### src/pal_pkg.sv
// shared types and defaults for the positional array list core
// no dependencies; imported by pal_cell and positional_array_list_core
package pal_pkg;

    localparam int DEPTH_DEF         = 64;
    localparam int ELEMENT_WIDTH_DEF = 32;

    typedef enum logic [1:0] {
        MD_INSERT = 2'd0,
        MD_DELETE = 2'd1,
        MD_FIND   = 2'd2,
        MD_CLEAR  = 2'd3
    } t_mode;

    typedef enum logic [1:0] {
        ST_OK       = 2'd0,
        ST_FULL     = 2'd1,
        ST_BADPOS   = 2'd2,
        ST_NOTFOUND = 2'd3
    } t_status;

    typedef enum logic [1:0] {
        S_IDLE,
        S_SEARCH,
        S_APPLY,
        S_LAST
    } t_state;

    // broadcast to every cell of the chain
    typedef struct packed {
        logic load;   // copy next entry value into the read chain
        logic shift;  // move the read chain one cell toward cell 0
        logic ins;    // open a slot at sel and write the value there
        logic del;    // close the slot at sel
    } t_cell_ctl;

endpackage

### src/pal_cell.sv
// one list cell: a stored entry plus one stage of the read chain
// depends on pal_pkg (t_cell_ctl)
module pal_cell #(
    parameter int W   = 32,
    parameter int LW  = 7,
    parameter int IDX = 0
) (
    input  logic                i_clk,
    input  pal_pkg::t_cell_ctl  i_ctl,
    input  logic [LW-1:0]       i_sel,
    input  logic [W-1:0]        i_value,
    input  logic [W-1:0]        i_prev,
    input  logic [W-1:0]        i_next,
    input  logic [W-1:0]        i_next_rd,
    output logic [W-1:0]        o_entry,
    output logic [W-1:0]        o_rd
);
    import pal_pkg::*;

    localparam logic [LW-1:0] MY = LW'(IDX);

    logic [W-1:0] r_entry, n_entry;
    logic [W-1:0] r_rd;

    always_comb begin
        n_entry = r_entry;
        if (i_ctl.ins) begin
            if (MY == i_sel) begin
                n_entry = i_value;
            end else if (MY > i_sel) begin
                n_entry = i_prev;
            end
        end else if (i_ctl.del) begin
            if (MY >= i_sel) begin
                n_entry = i_next;
            end
        end
    end

    always_ff @(posedge i_clk) begin
        r_entry <= n_entry;
        // read chain sees the entry as it is after this cycle's update
        if (i_ctl.load) begin
            r_rd <= n_entry;
        end else if (i_ctl.shift) begin
            r_rd <= i_next_rd;
        end
    end

    assign o_entry = r_entry;
    assign o_rd    = r_rd;

endmodule

### config.mk
export PLATFORM = sky130hd
export DESIGN_NAME = pal_cell
export DESIGN_NICKNAME = d
export VERILOG_FILES = /design/src/pal_pkg.sv /design/src/pal_cell.sv
export SDC_FILE = /design/constraint.sdc
export NUM_CORES = 1
export LEC_CHECK = 0
export BUFFER_PORTS_ARGS = -buffer_cell sky130_fd_sc_hd__buf_2
export CORE_MARGIN = 2
export CORE_UTILIZATION = 45
export DETAILED_ROUTE_END_ITERATION = 10
export PLACE_DENSITY = 0.87
export SYNTH_ARGS = -nofsm -noshare
export SYNTH_HDL_FRONTEND = slang
export SYNTH_SLANG_ARGS = --single-unit
### constraint.sdc
create_clock -name i_clk -period 6.9 [get_ports i_clk]
set_input_delay 1.38 -clock i_clk [delete_from_list [all_inputs] [get_ports i_clk]]
set_output_delay 1.38 -clock i_clk [all_outputs]
set_load 0.03 [all_outputs]
---- Word-level counts from Yosys, hierarchy flattened ----
Index checks and enable logic that the tools add are counted.
word-level totals
  register bits after elaboration ......... 64
  bits in latches ......................... 0
  memory bits (writable) .................. 0
  bits in read-only memories .............. 0
  input port bits ......................... 140
  memories kept ........................... 0
operators by class
  add/sub/neg operators ................... 0
  multiply operators ...................... 0
  div/mod/pow operators ................... 0
  order comparisons ....................... 2
  equality and inequality tests ........... 0
  shifts and indexed selects .............. 0
  multiplexer cells ....................... 7
  bitwise logic cells ..................... 0
  reduce and logical (&&, ||, !) cells .... 2
operators by type and width
  kind                  count
  $mux W32              7
  $ge A1 B7 Y1 const A  1
  $gt A1 B7 Y1 const A  1
  $logic_not A7 Y1      1
  $reduce_bool A2 Y1    1

---- Depth between registers and ports, before layout ----
Gate-level depths: netlist of the first run.
  word-level depth ........................ 5
  gate-level depth with buffers ........... 6
  gate-level depth less buffers ........... 4

---- Worst setup path before layout of the first run ----
No wires, ideal clock.
  path type ............................... in2reg
  from .................................... input port i_sel[3]
  to ...................................... register r_rd[10], in the netlist o_rd[10] (data pin)
  library setup time ...................... 0.282 ns
  arrival ................................. 2.891 ns
  path slack .............................. 3.727 ns
  stages .................................. 6
  path buffers ............................ 2
  path through ............................ or4_4 or4_1 buf_2 buf_6 mux2i_1 a41oi_1
between the ends
  cells in the longest elaborated chain, start to end .. 5
  elaborated cells on any way between the ends .. 9
RTL lines
  element                                       line                            source
  start, declared                               pal_cell.sv:10                  input logic [LW-1:0] i_sel,
  $ge A1 B7 Y1 or $gt A1 B7 Y1 (tied branches)  pal_cell.sv:34, pal_cell.sv:30
  $mux W32, on equally long branches            pal_cell.sv:34, pal_cell.sv:30
  $mux W32, on equally long branches            pal_cell.sv:33, pal_cell.sv:28
  $mux W32 *                                    pal_cell.sv:27                  if (i_ctl.ins) begin
  $mux W32 *                                    pal_cell.sv:43                  if (i_ctl.load) begin
  end signal, assigned                          pal_cell.sv:44                  r_rd <= n_entry;
  end signal, assigned                          pal_cell.sv:46                  r_rd <= i_next_rd;
  end, declared                                 pal_cell.sv:23                  logic [W-1:0] r_rd;
Mark *: on every way between the ends. The rest lies on a longest branch, timed or not.
A chain may end at the register's enable or synchronous reset.

---- Final worst setup path of the first run ----
  from .................................... input port i_sel[3]
  to ...................................... register r_rd[18], in the netlist o_rd[18] (data pin)
The elaborated chain is that of the path after synthesis.

==> impl_metrics.json, run 1 <==
{
  "status": "completed",
  "whs_ps": 509,
  "avgViaCountPerCell": 5.40,
  "drt.antenna.violating_nets": 0,
  "holdCritStartpoint": "o_entry[23]$_DFF_P_",
  "cts_setup_buffers": 0,
  "grt_setup_unrepaired": "false",
  "clock_path_buffers": 2,
  "cap_violations": 0,
  "cts_max_level": 3,
  "yosysWarnings": 0,
  "synth.distinct_cells": 17,
  "power_per_cell_area_nw_per_um2": 210,
  "die_y_um": 86.7,
  "finalClockSkew_ps": 8.05,
  "cp_max_fo": 32,
  "wirelength_mm": 8.68,
  "drc_errors": 0,
  "worstPathCellList": "buf_2, or4_4, or4_2, mux2i_1, a41oi_1",
  "cp-end-kind": "flip-flop",
  "synth_xor_area_frac": 0,
  "chipWidth_um": 86.7,
  "reg2reg_to": "o_rd[25]$_DFFE_PP_",
  "final_hold_viol_count": 0,
  "setup_viol": 0,
  "finalNonFillerCells": 564,
  "grt_pass1_wl_mm": 13.3,
  "cts_tree": "yes",
  "layout_common_cells": "171 x buf_2, 64 x nand2_1",
  "period_share": 0.532,
  "synth_cells": 315,
  "peakVddDrop_mv": 0.108,
  "synth_compound_area_frac": 0.0910,
  "slew_headroom": 0.211,
  "crit_path_start_kind": "input pin",
  "place_congestion": 0.928,
  "dp_hpwl_mm": 6.03,
  "areaGrowthSynthToFinish_pct": 35.1,
  "dr_total_vias": 3044,
  "critPathMaxStageDelay_ps": 1090,
  "synth-seq-cells": 64,
  "cts_sinks": 64,
  "dp_cells": 548,
  "ff2ff_path_depth": 2,
  "grt_overflow": 0,
  "antenna_found_initial": 0,
  "drive_above_1_share": 0.401,
  "initial_core_util": 0.458,
  "mostFrequentLayoutCell": "buf_2",
  "cts.repair.resized": 0,
  "cp_data_required_time_ps": 6890,
  "min_to": "o_entry[23]$_DFF_P_",
  "synth_top_family_by_area": "simple AND/OR/NAND/NOR gates",
  "cts_buffers": 9,
  "layout.nets": 619,
  "grt_util_all_layers": 0.226,
  "ioPinCount": 204,
  "clkLatencyLatePin_ps": 330,
  "dr.first_iter.drc_count": 127,
  "die_area_um2": 7520,
  "grt_pass1_vias": 2971,
  "fin_crit_ps": 3670,
  "finalSetupTns_ps": 0,
  "cts_root_buf": "clkbuf_8",
  "ctsHoldBuffers": 0,
  "p_leak_nw": 1.90,
  "num_rows": 30,
  "synthMuxAreaShare": 0.104,
  "fp.coreArea_um2": 6720,
  "wl_per_cell_um": 15.4,
  "grt_max_degree": 66,
  "crit_type": "in -> reg",
  "ys_seq_area_frac": 0.520,
  "tightest_slew_ps": 1180,
  "hold_path.class": "reg -> reg",
  "syn_nets": 455,
  "drtPass1Iterations": 4,
  "cp_slowest_cell": "or4_2",
  "reg2reg_from": "o_entry[25]$_DFF_P_",
  "clkTransAtPathRegs_ps": 70,
  "fmax_ghz": 0.272,
  "diodes": 0,
  "numPortBuffers": 171,
  "synth-simple-area-share": 0.252,
  "critical_path_arrival_ps": 3660,
  "syn_area_um2": 3080,
  "drv_slew": 0,
  "finish.utilization": 0.619,
  "r2r_setup_slack_ps": 5900,
  "syn-mean-instance-area_um2": 9.78,
  "synth-adder-area-share": 0,
  "hold_depth": 2
}
-- sequential cells by signal, indices dropped and copies added (netlist names) --
name / count
o_entry: 32
o_rd: 32
-- Yosys cell counts (all sizes together) --
cell type / count / area (um2)
a41oi: 32 / 280
nand2b: 1 / 6.26
or4: 2 / 18.8
nand3: 32 / 160
clkbuf: 13 / 48.8
or2: 1 / 6.26
dfxtp: 32 / 641
buf: 7 / 53.8
nor2b: 1 / 6.26
nand2: 64 / 240
nor4: 1 / 12.5
mux2i: 32 / 320
edfxtp: 32 / 961
and2: 32 / 200
nor2: 33 / 124
-- worst max-delay path: cells and delay by family --
| kind | cells | cell delay [ps] |
|---|---|---|
| mux | 1 | 360 |
| buf+inv | 1 | 100 |
| simple gates | 2 | 1650 |
| compound gates | 1 | 160 |
-- worst max path at each step --
stage                  start            endpoint
floorplan           i_sel[3]  o_rd[10]$_DFFE_PP_
global placement    i_sel[3]  o_rd[26]$_DFFE_PP_
detailed placement  i_sel[3]  o_rd[18]$_DFFE_PP_
CTS                 i_sel[3]  o_rd[18]$_DFFE_PP_
global route        i_sel[3]   o_rd[3]$_DFFE_PP_
finish              i_sel[3]  o_rd[18]$_DFFE_PP_
-- kinds of logic after synthesis --
logic type,Yosys count
flip-flops,64
buffers and inverters,20
AO/OA/AOI/OAI,32
multiplexers,32
AND/OR/NAND/NOR,167
-- power by group --
part	internal, mW	leakage (nW)	switching (mW)
combinational	0.0500	1.25	0.0828
sequential	0.418	0.553	0.00578
clock	0.174	0.0957	0.142
-- final cells by class --
class	count	area, um2
Tap cell	80	100
Fill cell	581	2560
Clock inverter	6	58.8
Clock buffer	10	138
Timing Repair Buffer	173	871
Multi-Input combinational cell	231	1390
Sequential cell	64	1600
-- stage by stage --
stage	setup WS [ps]	power, mW	instance area (um2)
after floorplan	3730	0.507	3080
after global placement	2960	0.561	3960
after detailed placement	2900	0.565	3960
after CTS	3250	0.881	4160
after global routing	3130	0.913	4160
final	3230	0.872	4160
-- metal layers --
layer,GRT usage,vias up,wire (um)
met2,0.403,144,4440
met5,0,-,0
li1,-,1477,-
met4,0.101,0,142
met1,0.255,1407,3490
met3,0.0552,16,614
Power figures use the tool's default switching activity.
==> inputs of run 2 (changes only) <==
ABC_AREA = 1   (was not set)
CORE_UTILIZATION = 41   (was 45)
PLACE_DENSITY = 0.8   (was 0.87)
clock period = 3.3 ns   (was 6.9 ns; I/O delays follow)
==> impl_metrics.json, run 2 <==
{
  "grt_setup_unrepaired": "false",
  "initial_core_util": 0.424,
  "tightest_slew_ps": 1170,
  "async_reset_ff_frac": 0,
  "mostFrequentLayoutCell": "buf_2",
  "synth.distinct_cells": 18,
  "die_area_um2": 9850,
  "synth_xor_area_frac": 0,
  "diodes": 0,
  "slew_headroom": 0.221,
  "synth-adder-area-share": 0,
  "ioPinCount": 204,
  "whs_ps": 590,
  "fmax_ghz": 0.484,
  "crit_start": "i_sel[1]",
  "synth_most_common_cell": "nand2_1",
  "finalClockSkew_ps": 13.4,
  "ys_seq_area_frac": 0.431,
  "dp_hpwl_mm": 7.20,
  "cts_max_level": 3,
  "grt_pass1_wl_mm": 17.4,
  "syn_nets": 577,
  "finalSetupTns_ps": 0,
  "finish.utilization": 0.531,
  "drive_above_1_share": 0.435,
  "grt_pass1_vias": 3714,
  "grt_overflow": 0,
  "synth-seq-cells": 64,
  "drt.antenna.violating_nets": 0,
  "synth_top_area_frac": 0.258,
  "place_congestion": 0.840,
  "layout_common_cells": "171 x buf_2, 164 x nand2_1, 65 x nand3_2",
  "crit_end": "o_rd[1]$_DFFE_PP_",
  "fillers": 851,
  "cts_buffers": 9,
  "ff2ff_path_depth": 4,
  "cp-end-kind": "flip-flop",
  "ctsHoldBuffers": 0,
  "synth_edf_count": 32,
  "grt_util_all_layers": 0.219,
  "fin_crit_ps": 2070,
  "drc_errors": 0,
  "clkLatencyLatePin_ps": 330,
  "reg2reg_to": "o_rd[27]$_DFFE_PP_",
  "multi_input_area_um2": 1830,
  "peakVddDrop_mv": 0.273,
  "wl_per_cell_um": 15.4,
  "regArea_um2": 1600,
  "syn_area_um2": 3720,
  "synthTopCellsByCount": "164 x nand2_1, 65 x nand3_2, 64 x nand3_1",
  "yosysWarnings": 0,
  "clkTransAtPathRegs_ps": 80,
  "status": "completed",
  "cts_setup_buffers": 0,
  "r2r_setup_slack_ps": 2370,
  "grt_max_degree": 65,
  "cts_sinks": 64,
  "fp.coreArea_um2": 8760,
  "power_per_cell_area_nw_per_um2": 506,
  "drtPass1Iterations": 4,
  "synth_compound_area_frac": 0,
  "num_rows": 34,
  "synth-simple-area-share": 0.492,
  "numPortBuffers": 171,
  "dp_cells": 690,
  "crit_type": "in -> reg",
  "synthMuxAreaShare": 0,
  "antenna_found_initial": 0,
  "cp_max_fo": 64,
  "reg2reg_from": "o_entry[27]$_DFF_P_",
  "areaGrowthSynthToFinish_pct": 25.1,
  "critical_path_arrival_ps": 2260,
  "chipWidth_um": 99.3,
  "finalNonFillerCells": 706,
  "drv_slew": 0,
  "hold_path.class": "in -> reg",
  "p_leak_nw": 2.25,
  "synth_area_leaders": "edfxtp_1 26%, nand3_2 17%, dfxtp_1 17%",
  "cp_data_required_time_ps": 3490,
  "dr_total_vias": 3581,
  "synth.largest_area_cell": "edfxtp_1",
  "cts_root_buf": "clkbuf_8",
  "die_y_um": 99.3,
  "dr.first_iter.drc_count": 152,
  "synth_top_family_by_area": "simple AND/OR/NAND/NOR gates",
  "cts_tree": "yes",
  "synth_cells": 437,
  "final_hold_viol_count": 0,
  "avgViaCountPerCell": 5.07,
  "p_total_mw": 2.36,
  "ys.flop_type": "edfxtp_1",
  "wirelength_mm": 10.9,
  "cts.repair.resized": 0,
  "syn-mean-instance-area_um2": 8.51,
  "setup_viol": 0,
  "layout.nets": 733,
  "cap_violations": 0,
  "period_share": 0.626,
  "clock_path_buffers": 2,
  "crit_path_start_kind": "input pin"
}
[run 2: changes by cell type in the layout (fill, tap and decap cells not counted), sizes merged, moves of 2 or more]
cell,before,now
a41oi,32,0
buf,173,176
clkbuf,10,12
inv,0,9
mux2i,32,0
nand2,64,165
nand3,32,129
nor2,33,6
or4,2,0
[run 2: metrics by stage]
| step | setup slack, ps | cell area, um2 |
|---|---|---|
| 3_3_place_gp | 1030 | 4500 |
| 2_1_floorplan | 1620 | 3720 |
| 4_1_cts | 1300 | 4650 |
| 3_5_place_dp | 955 | 4500 |
| 6_report | 1230 | 4650 |
| 5_1_grt | 1120 | 4650 |
[run 2: worst min path at each step]
stage,startpoint,to,slack (ps),depth (start not counted)
floorplan,o_entry[10]$_DFF_P_,o_entry[10]$_DFF_P_,740,3
global placement,o_entry[3]$_DFF_P_,o_entry[3]$_DFF_P_,580,3
detailed placement,o_entry[31]$_DFF_P_,o_entry[31]$_DFF_P_,590,3
CTS,i_next_rd[23],o_rd[23]$_DFFE_PP_,580,3
global route,i_next_rd[23],o_rd[23]$_DFFE_PP_,580,3
finish,i_next_rd[23],o_rd[23]$_DFFE_PP_,590,3
[run 2: final cells by class]
type,instances,share of cell area
well taps,108,0.0290
flip-flops and latches,64,0.344
inverters,9,0.00726
repair buffers,176,0.192
clock buffers,12,0.0290
clock inverters,4,0.00484
multi-input cells,333,0.394
[run 2: layer usage]
metal | up-vias | GRT usage | share of wire
met3 | 12 | 0.0555 | 0.077
met5 | - | 0 | 0
met1 | 1668 | 0.255 | 0.41
met4 | 0 | 0.0748 | 0.013
met2 | 148 | 0.392 | 0.50
li1 | 1753 | - | -
[run 2: where the power goes]
part / internal (mW) / switching (mW) / leakage (nW)
Clock: 0.270 / 0.299 / 0.0801
Sequential: 0.971 / 0.0717 / 0.588
Combinational: 0.247 / 0.498 / 1.58
[run 2: cell families (layout without fill, tap and decap cells)]
logic type / after synthesis / in the layout
and+or+nand+nor: 333 / 333
buffers and inverters: 40 / 201
DFF: 64 / 64
[run 2: worst max-delay path, stage by stage]
cell and delay (ps):
buf_2 110, nor2_2 120, nand2_2 70, nor2_4 110, buf_4 650, nand2_1 140
nand3_1 140, nand3_1 90, nand2_1 100
